### src/rtl/dmpm_pkg.sv
// Shared types, constants and helper functions for the drive mixer and pulse mapper.
// This package stands alone; every module of the block imports it.
`timescale 1ns / 1ps
`default_nettype none

package dmpm_pkg;

   localparam int NUM_WHEELS  = 4;
   localparam int AXIS_W      = 8;
   localparam int PULSE_W     = 12;
   localparam int MODE_W      = 2;
   localparam int CSR_INDEX_W = 2;
   localparam int CSR_DATA_W  = 12;

   // Product of an 8-bit offset and a 12-bit span, and the reciprocal product.
   localparam int PROD_W  = AXIS_W + PULSE_W;
   localparam int RECIP_W = 41;
   // floor(m / 255) == (m * (2^20 + 2^12 + 2^4 + 1)) >> 28 for every m below 2^20.
   localparam int RECIP_SHIFT = 28;

   // Drive modes.
   localparam logic [MODE_W-1:0] MODE_TANK      = 2'd0;
   localparam logic [MODE_W-1:0] MODE_ARCADE    = 2'd1;
   localparam logic [MODE_W-1:0] MODE_HOLONOMIC = 2'd2;

   // Configuration register indexes.
   localparam logic [CSR_INDEX_W-1:0] CSR_DRIVE_MODE   = 2'd0;
   localparam logic [CSR_INDEX_W-1:0] CSR_MIN_PULSE    = 2'd1;
   localparam logic [CSR_INDEX_W-1:0] CSR_MAX_PULSE    = 2'd2;
   localparam logic [CSR_INDEX_W-1:0] CSR_REVERSE_MASK = 2'd3;

   // Wheel indexes, matching the reverse mask bits.
   localparam int WHEEL_FL = 0;
   localparam int WHEEL_BL = 1;
   localparam int WHEEL_FR = 2;
   localparam int WHEEL_BR = 3;

   typedef logic signed [AXIS_W-1:0]  wheel_type;
   typedef wheel_type [NUM_WHEELS-1:0] wheel_vec_type;
   typedef logic [PULSE_W-1:0]         pulse_type;

   localparam wheel_type WHEEL_MIN = 8'sh80;
   localparam wheel_type WHEEL_MAX = 8'sh7f;

   localparam pulse_type MIN_PULSE_RESET = 12'd1000;
   localparam pulse_type MAX_PULSE_RESET = 12'd2000;

   typedef struct packed {
      pulse_type min_pulse;
      pulse_type max_pulse;
   } pulse_cfg_type;

   // Clamp a mixed sum (at most three axes) to the signed 8-bit wheel range.
   function automatic wheel_type sat_wheel(input logic signed [AXIS_W+1:0] x);
      logic signed [AXIS_W+1:0] lo;
      logic signed [AXIS_W+1:0] hi;
      lo = {{2{WHEEL_MIN[AXIS_W-1]}}, WHEEL_MIN};
      hi = {{2{WHEEL_MAX[AXIS_W-1]}}, WHEEL_MAX};
      if (x < lo) begin
         sat_wheel = WHEEL_MIN;
      end else if (x > hi) begin
         sat_wheel = WHEEL_MAX;
      end else begin
         sat_wheel = x[AXIS_W-1:0];
      end
   endfunction

   // Negate a wheel value; full negative drive turns into full positive drive.
   function automatic wheel_type neg_wheel(input wheel_type v);
      if (v == WHEEL_MIN) begin
         neg_wheel = WHEEL_MAX;
      end else begin
         neg_wheel = -v;
      end
   endfunction

endpackage

`default_nettype wire

### src/rtl/dmpm_mixer.sv
// Combinational axis mixer: turns three stick axes into four saturated wheel values.
// Depends on dmpm_pkg for the wheel types, mode codes and saturation function.
`timescale 1ns / 1ps
`default_nettype none

module dmpm_mixer
   import dmpm_pkg::*;
(
   input  wire logic [MODE_W-1:0] drive_mode,
   input  wire wheel_type         forward_or_left,
   input  wire wheel_type         yaw_or_right,
   input  wire wheel_type         strafe_axis,
   output wheel_vec_type          wheels
);

   logic signed [AXIS_W+1:0] f_x;
   logic signed [AXIS_W+1:0] y_x;
   logic signed [AXIS_W+1:0] s_x;

   assign f_x = {{2{forward_or_left[AXIS_W-1]}}, forward_or_left};
   assign y_x = {{2{yaw_or_right[AXIS_W-1]}}, yaw_or_right};
   assign s_x = {{2{strafe_axis[AXIS_W-1]}}, strafe_axis};

   always_comb begin
      unique case (drive_mode)
         MODE_ARCADE: begin
            wheels[WHEEL_FL] = sat_wheel(f_x - y_x);
            wheels[WHEEL_BL] = sat_wheel(f_x - y_x);
            wheels[WHEEL_FR] = sat_wheel(f_x + y_x);
            wheels[WHEEL_BR] = sat_wheel(f_x + y_x);
         end
         MODE_HOLONOMIC: begin
            wheels[WHEEL_FL] = sat_wheel(f_x - y_x - s_x);
            wheels[WHEEL_BL] = sat_wheel(f_x - y_x + s_x);
            wheels[WHEEL_FR] = sat_wheel(f_x + y_x + s_x);
            wheels[WHEEL_BR] = sat_wheel(f_x + y_x - s_x);
         end
         default: begin
            // Tank mode, and the unused mode code, which behaves as tank.
            wheels[WHEEL_FL] = forward_or_left;
            wheels[WHEEL_BL] = forward_or_left;
            wheels[WHEEL_FR] = yaw_or_right;
            wheels[WHEEL_BR] = yaw_or_right;
         end
      endcase
   end

endmodule

`default_nettype wire

### src/rtl/dmpm_scale.sv
// One wheel's pulse mapper: optional reversal, span multiply, register, divide by 255.
// Depends on dmpm_pkg for the wheel and pulse types and the reciprocal constants.
`timescale 1ns / 1ps
`default_nettype none

module dmpm_scale
   import dmpm_pkg::*;
(
   input  wire logic          clock,
   input  wire wheel_type     wheel,
   input  wire logic          reverse,
   input  wire pulse_cfg_type cfg,
   output pulse_type          pulse
);

   wheel_type                 wheel_rev;
   logic [AXIS_W-1:0]         offset;
   logic signed [PULSE_W:0]   span;
   logic [PULSE_W:0]          span_neg;
   logic [PULSE_W-1:0]        span_mag;

   logic [PROD_W-1:0]         prod_in;
   logic [PROD_W-1:0]         prod_ff;
   logic                      neg_in;
   logic                      neg_ff;
   logic                      zero_in;
   logic                      zero_ff;

   logic [RECIP_W-1:0]        prod_x;
   logic [RECIP_W-1:0]        recip_sum;
   logic [PULSE_W-1:0]        quot;
   logic [PULSE_W:0]          quot_signed;
   logic [PULSE_W:0]          lin_sum;
   logic [PULSE_W:0]          mid_sum;

   // First stage: the wheel value offset to 0..255 times the magnitude of the span.
   always_comb begin
      wheel_rev = reverse ? neg_wheel(wheel) : wheel;
      offset    = {~wheel_rev[AXIS_W-1], wheel_rev[AXIS_W-2:0]};
      span      = $signed({1'b0, cfg.max_pulse}) - $signed({1'b0, cfg.min_pulse});
      span_neg  = -span;
      span_mag  = span[PULSE_W] ? span_neg[PULSE_W-1:0] : span[PULSE_W-1:0];
      prod_in   = offset * span_mag;
      neg_in    = span[PULSE_W];
      zero_in   = (wheel_rev == '0);
   end

   always_ff @(posedge clock) begin
      prod_ff <= prod_in;
      neg_ff  <= neg_in;
      zero_ff <= zero_in;
   end

   // Second stage: exact division by 255 through a shift-and-add reciprocal, then the
   // truncated quotient is applied toward max_pulse from min_pulse; a zero wheel value gives the midpoint of the two.
   always_comb begin
      prod_x      = {{(RECIP_W-PROD_W){1'b0}}, prod_ff};
      recip_sum   = (prod_x << 20) + (prod_x << 12) + (prod_x << 4) + prod_x;
      quot        = recip_sum[RECIP_SHIFT+PULSE_W-1:RECIP_SHIFT];
      quot_signed = neg_ff ? -{1'b0, quot} : {1'b0, quot};
      lin_sum     = {1'b0, cfg.min_pulse} + quot_signed;
      mid_sum     = {1'b0, cfg.min_pulse} + {1'b0, cfg.max_pulse};
      pulse       = zero_ff ? mid_sum[PULSE_W:1] : lin_sum[PULSE_W-1:0];
   end

endmodule

`default_nettype wire

### src/rtl/drive_mixer_pulse_mapper.sv
// Top level of the drive mixer and servo pulse mapper: configuration registers,
// input register, mixer, four wheel scalers and the result register.
// Depends on dmpm_pkg, dmpm_mixer and dmpm_scale.
//
//   Channel    Ports                                   Transfer rule
//   ---------  --------------------------------------  ----------------------------------
//   request    start, busy, req_*                      taken at an edge with start high
//                                                      and busy low
//   response   rsp_valid, rsp_*_pulse                  one-cycle strobe, always taken
//   csr        csr_write_enable, csr_index,            written at an edge with
//              csr_write_data                          csr_write_enable high
//
// A transaction is taken on every clock edge at which start is high; busy is always low.
// Each result strobes rsp_valid once it has passed the input register, then the multiply
// stage register in each wheel scaler after the mix and span multiply, then the result
// register after the divide by 255. Synchronous reset clears the valid pipeline and
// restores the register defaults; requests in flight are dropped. The receiver cannot
// stall, so nothing ever holds back.
`timescale 1ns / 1ps
`default_nettype none

module drive_mixer_pulse_mapper
   import dmpm_pkg::*;
(
   input  wire logic                   clock,
   input  wire logic                   reset,

   input  wire logic                   start,
   output logic                        busy,
   input  wire logic signed [7:0]      req_forward_or_left,
   input  wire logic signed [7:0]      req_yaw_or_right,
   input  wire logic signed [7:0]      req_strafe_axis,

   output logic                        rsp_valid,
   output logic [11:0]                 rsp_front_left_pulse,
   output logic [11:0]                 rsp_back_left_pulse,
   output logic [11:0]                 rsp_front_right_pulse,
   output logic [11:0]                 rsp_back_right_pulse,

   input  wire logic                   csr_write_enable,
   input  wire logic [CSR_INDEX_W-1:0] csr_index,
   input  wire logic [CSR_DATA_W-1:0]  csr_write_data
);

   // Configuration registers.
   logic [MODE_W-1:0]     drive_mode_in;
   logic [MODE_W-1:0]     drive_mode_ff;
   pulse_type             min_pulse_in;
   pulse_type             min_pulse_ff;
   pulse_type             max_pulse_in;
   pulse_type             max_pulse_ff;
   logic [NUM_WHEELS-1:0] reverse_mask_in;
   logic [NUM_WHEELS-1:0] reverse_mask_ff;
   pulse_cfg_type         pulse_cfg;

   // Input register and valid pipeline.
   logic                  accept;
   wheel_type             forward_ff;
   wheel_type             yaw_ff;
   wheel_type             strafe_ff;
   logic                  in_valid_ff;
   logic                  mul_valid_ff;
   logic                  rsp_valid_ff;

   wheel_vec_type         wheels;
   pulse_type             pulses [NUM_WHEELS];

   // Result register.
   pulse_type             rsp_fl_ff;
   pulse_type             rsp_bl_ff;
   pulse_type             rsp_fr_ff;
   pulse_type             rsp_br_ff;

   // The pipeline takes a new transaction every cycle.
   assign busy   = 1'b0;
   assign accept = start && !busy;

   // Software must write registers only when no transaction is in flight; not enforced.
   always_comb begin
      drive_mode_in   = drive_mode_ff;
      min_pulse_in    = min_pulse_ff;
      max_pulse_in    = max_pulse_ff;
      reverse_mask_in = reverse_mask_ff;
      if (csr_write_enable) begin
         unique case (csr_index)
            CSR_DRIVE_MODE:   drive_mode_in   = csr_write_data[MODE_W-1:0];
            CSR_MIN_PULSE:    min_pulse_in    = csr_write_data[PULSE_W-1:0];
            CSR_MAX_PULSE:    max_pulse_in    = csr_write_data[PULSE_W-1:0];
            CSR_REVERSE_MASK: reverse_mask_in = csr_write_data[NUM_WHEELS-1:0];
            default:          drive_mode_in   = drive_mode_ff;
         endcase
      end
   end

   always_ff @(posedge clock) begin
      if (reset) begin
         drive_mode_ff   <= MODE_TANK;
         min_pulse_ff    <= MIN_PULSE_RESET;
         max_pulse_ff    <= MAX_PULSE_RESET;
         reverse_mask_ff <= '0;
      end else begin
         drive_mode_ff   <= drive_mode_in;
         min_pulse_ff    <= min_pulse_in;
         max_pulse_ff    <= max_pulse_in;
         reverse_mask_ff <= reverse_mask_in;
      end
   end

   assign pulse_cfg.min_pulse = min_pulse_ff;
   assign pulse_cfg.max_pulse = max_pulse_ff;

   // Valid bits follow the data through the three register stages.
   always_ff @(posedge clock) begin
      if (reset) begin
         in_valid_ff  <= 1'b0;
         mul_valid_ff <= 1'b0;
         rsp_valid_ff <= 1'b0;
      end else begin
         in_valid_ff  <= accept;
         mul_valid_ff <= in_valid_ff;
         rsp_valid_ff <= mul_valid_ff;
      end
   end

   // The axis payload is captured only when a transaction is accepted.
   always_ff @(posedge clock) begin
      if (accept) begin
         forward_ff <= req_forward_or_left;
         yaw_ff     <= req_yaw_or_right;
         strafe_ff  <= req_strafe_axis;
      end
   end

   dmpm_mixer u_mixer (
      .drive_mode      (drive_mode_ff),
      .forward_or_left (forward_ff),
      .yaw_or_right    (yaw_ff),
      .strafe_axis     (strafe_ff),
      .wheels          (wheels)
   );

   // One scaler per wheel; each holds its own multiply stage register.
   for (genvar i = 0; i < NUM_WHEELS; i++) begin : g_wheel
      dmpm_scale u_scale (
         .clock   (clock),
         .wheel   (wheels[i]),
         .reverse (reverse_mask_ff[i]),
         .cfg     (pulse_cfg),
         .pulse   (pulses[i])
      );
   end

   always_ff @(posedge clock) begin
      rsp_fl_ff <= pulses[WHEEL_FL];
      rsp_bl_ff <= pulses[WHEEL_BL];
      rsp_fr_ff <= pulses[WHEEL_FR];
      rsp_br_ff <= pulses[WHEEL_BR];
   end

   assign rsp_valid             = rsp_valid_ff;
   assign rsp_front_left_pulse  = rsp_fl_ff;
   assign rsp_back_left_pulse   = rsp_bl_ff;
   assign rsp_front_right_pulse = rsp_fr_ff;
   assign rsp_back_right_pulse  = rsp_br_ff;

   // Every accepted transaction produces its result strobe.
   a_rsp_follows_req : assert property (@(posedge clock) disable iff (reset)
      accept |-> ##3 rsp_valid)
      else $error("accepted transaction did not produce a result");

   // No result strobe appears without a matching accepted transaction.
   a_rsp_has_req : assert property (@(posedge clock) disable iff (reset)
      rsp_valid |-> $past(accept, 3))
      else $error("result strobe without a matching transaction");

   // Front left pulse stays between the two pulse limits.
   a_fl_in_band : assert property (@(posedge clock) disable iff (reset)
      rsp_valid |->
         ((rsp_front_left_pulse >= min_pulse_ff) && (rsp_front_left_pulse <= max_pulse_ff)) ||
         ((rsp_front_left_pulse <= min_pulse_ff) && (rsp_front_left_pulse >= max_pulse_ff)))
      else $error("front left pulse outside the configured limits");

   // Back right pulse stays between the two pulse limits.
   a_br_in_band : assert property (@(posedge clock) disable iff (reset)
      rsp_valid |->
         ((rsp_back_right_pulse >= min_pulse_ff) && (rsp_back_right_pulse <= max_pulse_ff)) ||
         ((rsp_back_right_pulse <= min_pulse_ff) && (rsp_back_right_pulse >= max_pulse_ff)))
      else $error("back right pulse outside the configured limits");

   // Outside holonomic mode both left wheels see the same value, so with equal
   // reverse bits they must get the same pulse.
   a_left_pair_match : assert property (@(posedge clock) disable iff (reset)
      (rsp_valid && (drive_mode_ff != MODE_HOLONOMIC) &&
       (reverse_mask_ff[WHEEL_FL] == reverse_mask_ff[WHEEL_BL])) |->
         (rsp_front_left_pulse == rsp_back_left_pulse))
      else $error("left wheel pair differs outside holonomic mode");

endmodule

`default_nettype wire
### config.mk
export PLATFORM = sky130hd
export DESIGN_NAME = drive_mixer_pulse_mapper
export DESIGN_NICKNAME = d
export VERILOG_FILES = /design/src/rtl/dmpm_pkg.sv /design/src/rtl/dmpm_mixer.sv /design/src/rtl/dmpm_scale.sv /design/src/rtl/drive_mixer_pulse_mapper.sv
export SDC_FILE = /design/constraint.sdc
export NUM_CORES = 2
export LEC_CHECK = 0
export CAP_MARGIN = 10
export CORE_MARGIN = 2
export CORE_UTILIZATION = 43
export DETAILED_ROUTE_END_ITERATION = 10
export DONT_BUFFER_PORTS = 1
export GPL_TIMING_DRIVEN = 0
export PLACE_DENSITY = 0.67
export SYNTH_ARGS = -nofsm -noshare
export SYNTH_HDL_FRONTEND = slang
export SYNTH_SLANG_ARGS = --single-unit
### constraint.sdc
create_clock -name clock -period 20.2 [get_ports clock]
set_input_delay 1.01 -clock clock [delete_from_list [all_inputs] [get_ports clock]]
set_output_delay 1.01 -clock clock [all_outputs]
set_load 0.005 [all_outputs]
Yosys cells after proc, flatten, opt, wreduce, memory -nomap -nowiden
Index checks and enable logic that the tools add are counted.
Widths: inputs -> output; s select.
{ "classes": {"n_bitwise": 4, "reduce_logical": 9, "n_mul": 4, "n_eq_ne": 9, "div_mod_pow": 0, "n_mux": 30, "order_cmp": 12, "n_addsub": 33, "n_shift": 0} }
{ "op_table": {"columns": ["op", "count"], "rows": [
  ["$add 40x20->40", 4],
  ["$add 40x24->40", 4],
  ["$add 40x32->40", 4],
  ["$mux 8", 20],
  ["$mux 12", 9],
  ["$mul 8x12->20", 4],
  ["$pmux 32 s2", 1],
  ["$neg 12->12", 5],
  ["$add 12x12->12", 4],
  ["$gt 10x8->1 const B", 4],
  ["$lt 10x8->1 const B", 4],
  ["$eq 8x8->1 const B", 4],
  ["$logic_not 8->1", 4],
  ["$neg 8->8", 4],
  ["$add 9x8->10", 2],
  ["$sub 9x8->10", 2],
  ["$gt 9x8->1 const B", 2],
  ["$lt 9x8->1 const B", 2],
  ["$add 12x12->13", 1],
  ["$sub 12x12->13", 1],
  ["$add 8x8->9", 1],
  ["$sub 8x8->9", 1],
  ["$reduce_and 2->1", 4],
  ["$eq 2x2->1 const B", 3],
  ["other kinds (3)", 7]
]} }
{ "totals": {"out_inout_bits": 50, "wordCells": 124, "n_memories": 0, "inputBits": 42, "regBits": 190, "rom_bits": 0, "ram_bits": 0, "latch_bits": 0} }

Depth between registers and ports, before layout
{ "depth": {"ltp_word": 11, "depth_mapped": 44, "ltp_nobuf": 40} }

By module
From an unflattened synthesis, not the netlist that was laid out.
{ "hier_totals": {"hier_cells": 4218, "area_unflattened_um2": 34911.0} }
{ "modules_own_cells": {"columns": ["module", "seq_area_each_um2", "area_per_inst_um2", "cells_each", "n_inst"], "rows": [
  ["dmpm_scale at g_wheel[2].u_scale", 440.4, 7205.7, 879, 1],
  ["dmpm_scale at g_wheel[3].u_scale", 440.4, 7126.8, 867, 1],
  ["dmpm_scale at g_wheel[0].u_scale", 440.4, 7025.5, 878, 1],
  ["dmpm_scale at g_wheel[1].u_scale", 440.4, 6845.3, 843, 1],
  ["dmpm_mixer", 0.0, 3691.0, 551, 1],
  ["drive_mixer_pulse_mapper", 2342.2, 3016.6, 200, 1]
]} }

Worst setup path before layout
No wires, ideal clock.
{ "synth_path": {"path_kind": "reg2reg", "startpoint": "register forward_ff[1]", "endpoint": "register g_wheel[1].u_scale.prod_ff[19]", "path_buffers": 1, "path_stages_with_launch": 36, "arrival_time_ns": 9.097, "setup_slack_ns": 11.012, "setup_ns": 0.091, "required_time_ns": 20.109, "period_less_slack_ns": 9.188, "cell_sequence": "edfxtp_1 -> ha_1 -> nor2b_1 -> o31a_1 -> o31a_1 -> nor3_2 -> inv_1 -> ha_1 -> or4_1 -> o21ai_0 -> a221oi_1 -> or3_1 -> a41oi_1 -> inv_1 -> ha_1 -> and4b_1 -> and4_1 -> buf_4 -> nor2_1 -> nor2_1 -> fa_1 -> inv_1 -> fa_1 -> inv_1 -> fa_1 -> fa_1 -> ha_1 -> a21boi_0 -> o21ai_0 -> a21boi_0 -> o21ai_0 -> a21boi_0 -> o21ai_0 -> a2111o_1 -> and3_1 -> a311oi_1"} }
{ "synth_between": {"elab_chain_len": 11, "word_cells_on_any_way": 17, "cone_classes": "3 x add/sub; 1 x mul; 4 x order compare; 1 x eq/ne; 7 x mux; 1 x bitwise"} }
{ "synth_rtl": {"columns": ["element", "line", "source"], "rows": [
  ["start: declaration", "drive_mixer_pulse_mapper.sv:58", "wheel_type forward_ff;"],
  ["start signal: assignment", "drive_mixer_pulse_mapper.sv:128", "forward_ff <= req_forward_or_left;"],
  ["$sub 8x8->9", "dmpm_mixer.sv:28, dmpm_mixer.sv:34", null],
  ["$add 9x8->10", "dmpm_mixer.sv:34", "wheels[WHEEL_BL] = sat_wheel(f_x - y_x + s_x);"],
  ["$gt 10x8->1", "dmpm_pkg.sv:61", "end else if (x > hi) begin"],
  ["$mux 8", "dmpm_pkg.sv:61", null],
  ["$mux 8", "dmpm_pkg.sv:59", "if (x < lo) begin"],
  ["$pmux 32 s2 *", "dmpm_mixer.sv:25", "unique case (drive_mode)"],
  ["$neg 8->8 / $eq 8x8->1 (equally long branches)", "dmpm_pkg.sv:73, dmpm_pkg.sv:70", null],
  ["$mux 8", "dmpm_pkg.sv:70", "if (v == WHEEL_MIN) begin"],
  ["$mux 8 *", "dmpm_scale.sv:38", "wheel_rev = reverse ? neg_wheel(wheel) : wheel;"],
  ["$not 1->1", "dmpm_scale.sv:39", "offset = {~wheel_rev[AXIS_W-1], wheel_rev[AXIS_W-2:0]};"],
  ["$mul 8x12->20 *", "dmpm_scale.sv:43", "prod_in = offset * span_mag;"],
  ["via g_wheel[1].u_scale.prod_in[19]", "dmpm_scale.sv:22", "logic [PROD_W-1:0] prod_in;"],
  ["end signal: assignment", "dmpm_scale.sv:49", "prod_ff <= prod_in;"],
  ["end: declaration", "dmpm_scale.sv:23", "logic [PROD_W-1:0] prod_ff;"]
]} }
The timed path passes the listed nets; every way through them passes the cells marked *.
A chain may end at the register's enable or synchronous reset.

Worst setup path in the final report
{ "layout_path": {"startpoint": "register forward_ff[2]", "endpoint": "register g_wheel[1].u_scale.prod_ff[17]"} }
The elaborated chain is that of the path after synthesis.

==> impl_results.md <==
- GRT Total Usage: 24.46%
- Most frequent cells in the layout: inv_1, ha_1, nor2_1
- Hold_sp: in_valid_ff
- Final setup TNS: 0 ns
- # setup viols final: 0
- Post-Route WL: 90.76 mm
- Number of hold buffers added after CTS: 0
- Setup slack, reg-to-reg: 9.05 ns
- Hold EP: mul_valid_ff
- Worst reg2reg path depth: 37
- Crit path max-delay family: compound AO/OA/AOI/OAI gates
- CP Launch Type: flop
- Via density: 5.686
- Tcrit/Tclk final: 55.19%
- Drt initial violations: 2071
- Most used cell, CP: o21ai_0
- Congestion Overflow GR: 0
- Num CTS Buffers: 17
- Sinks on Clock Net: 190
- Avg Inst Size Synth: 8.294 µm²
- Gate Count Post-Synth: 3770
- Final Skew: 0.01802 ns
- Vert. Die Dim: 273.7 µm
- Status: finished, final reports clean
- Initial antenna violation count: 2
- Reg2reg start: forward_ff[2]
- Crit end category: flop
- Routed WL per cell: 19.08 µm
- Port-buffer cells: 0
- First-pass GRT wire length: 143.5 mm
- Minimum clock period: 11.15 ns
- CTS H-Tree Depth: 4
- Ant. Diodes: 0
- Die W: 273.7 µm
- Commonest non-fill, non-tap cell in the layout: inv_1
- Clock latency on the worst-skew pair: 0.51 ns
- Critical path arrival: 11.59 ns
- Ports: 92
- Via count: 27040
- Worst path bufs/invs: 6
- Asr flop ratio synth: 0%
- Max Cap Viol: 0
- CP peak stage delay: 0.64 ns
- Distinct cells, synth: 96
- Worst R2R End: g_wheel[1].u_scale.prod_ff[17]
- Yosys warns: 0
- Slowest CP cell: a41oi_1
- # DRC: 0
- Post-synthesis sequential area ratio: 12.93%
- Worst hold stages: 1
- Post-CTS Setup Bufs: 0
- Syn nets: 4570
- CTS tree: done
- RSZ-0062 raised after global routing: no
- Die area: 0.07490 mm²
- Core area: 0.07173 mm²
- Seq cells post-synth: 190
- Vias in the first global route: 25910
- Clock slew at reported path FFs: 0.09 ns
- CP required: 20.64 ns
- Max Fclk: 0.08970 GHz
- Layout area overhead: 5.954%
- Clk buf depth: 2
- Final GP Congestion: 0.9709
- Nets: 4593
- Root Buffer: clkbuf_16
- Post-synth EDFFs: 24
- Final Hold Viols: 0
- Worst-margin pin slew: 1.322 ns
- Main flop type after synthesis: dfxtp_1
- Row cnt: 98
- Post-DP HPWL: 75.59 mm
- Post-DRT Antenna Nets: 0
- PostCTS Resize Cnt: 0
- Synth Cell Area: 0.03127 mm²
- Largest net degree at the start of global routing: 26
- Critical path class: reg2reg
- Fraction of layout cells with a size suffix above 1: 2.785%
- Worst hold path class: reg2reg
- Slew Viols, Final: 0
- Drt first pass iters: 6
- Crit-path max FO: 10
- Slew headroom: 11.58%
- Starting Density: 43.59%
-- routing by layer --
metal / GRT usage (%) / up-vias / wire [µm]
met1: 33.10 / 12880 / 40480
met3: 3.474 / 203 / 6191
met4: 9.232 / 0 / 3703
met5: 0 / - / 0
met2: 39.48 / 1028 / 40380
li1: - / 12930 / -
-- flip-flops by register name, summed over array words and instances, names as in the netlist, 12 cells and up --
register and count:
min_pulse_ff 12, rsp_front_left_pulse 12, max_pulse_ff 12, rsp_back_left_pulse 12
g_wheel.u_scale.prod_ff 80, rsp_back_right_pulse 12, rsp_front_right_pulse 12
-- cells in the mapped netlist, types with 15 or more instances --
cell	count	area share, %
inv_1	504	6.0
ha_1	458	18
nor2_1	385	4.6
fa_1	300	19
a21oi_1	236	3.8
nand2_1	231	2.8
dfxtp_1	166	11
xnor2_1	166	4.6
o21ai_0	141	2.3
clkbuf_1	105	1.3
nor3_1	76	1.2
a21o_1	74	1.8
nand2b_1	66	1.3
nand3_1	62	0.99
xor2_1	59	1.7
nor2b_1	44	0.88
a31oi_1	42	0.84
or3_1	40	0.80
o21bai_1	36	0.86
and2_1	35	0.70
o21a_1	33	0.79
o211ai_1	30	0.72
or2_2	27	0.54
and3_1	26	0.52
a211oi_1	25	0.60
edfxtp_1	24	2.3
nand4_1	23	0.46
a21boi_0	21	0.50
o31ai_1	19	0.46
mux2i_1	18	0.58
a211o_1	15	0.42
buf_2	15	0.24
o21ai_1	15	0.24
-- worst register-to-register path, delay by kind of cell, from the launching register on --
family                   cells  cell delay (ns)
AND/OR/NAND/NOR              7             2.01
buffers and inverters        6             0.82
AO/OA/AOI/OAI               16             4.46
flip-flops                   1             0.47
adder cells (fa/ha/maj)      8             3.29
-- logic make-up after synthesis --
kind of cell,count (synthesis),synth area share (%)
xor+xnor,225,6.302
fa+ha+maj,760,37.60
other cells,1,0.01199
buf+inv,633,7.682
simple gates,1093,16.80
flops,190,12.93
compound gates,844,17.89
mux,24,0.7922
-- worst max path at each step --
stage / from / endpoint / slack, ns / cells past startpoint
finish: forward_ff[2] / g_wheel[1].u_scale.prod_ff[17] / 9.05 / 37
floorplan: forward_ff[1] / g_wheel[1].u_scale.prod_ff[19] / 11.01 / 35
global placement: forward_ff[0] / g_wheel[2].u_scale.prod_ff[19] / 8.89 / 38
detailed placement: forward_ff[1] / g_wheel[1].u_scale.prod_ff[17] / 9.30 / 36
CTS: forward_ff[1] / g_wheel[1].u_scale.prod_ff[17] / 9.22 / 36
global route: forward_ff[2] / g_wheel[1].u_scale.prod_ff[17] / 8.46 / 37
-- metrics by stage --
step	std cells	setup WS (ns)	cell area [µm²]	hold slack (ns)	util [%]
final	4756	9.052	33130	0.4458	46.19
after CTS	4754	9.225	33110	0.4497	46.16
after global placement	4720	8.894	32460	0.4166	45.25
after detailed placement	4722	9.297	32480	0.4293	45.28
after global routing	4756	8.455	33130	0.4558	46.19
after floorplan	3770	11.01	31270	0.4138	-
-- final cells by class --
class	count	area, µm²
Multi-Input combinational cell	2947	24830
Fill cell	7023	38600
Inverter	505	1896
Buffer	128	506.7
Tap cell	950	1189
Sequential cell	190	4044
Timing Repair Buffer	4	30.03
Clock inverter	15	210.2
Clock buffer	17	425.4
Power is not shown: default switching activity piles up to over one toggle a cycle in this logic, so the estimate is an artifact.
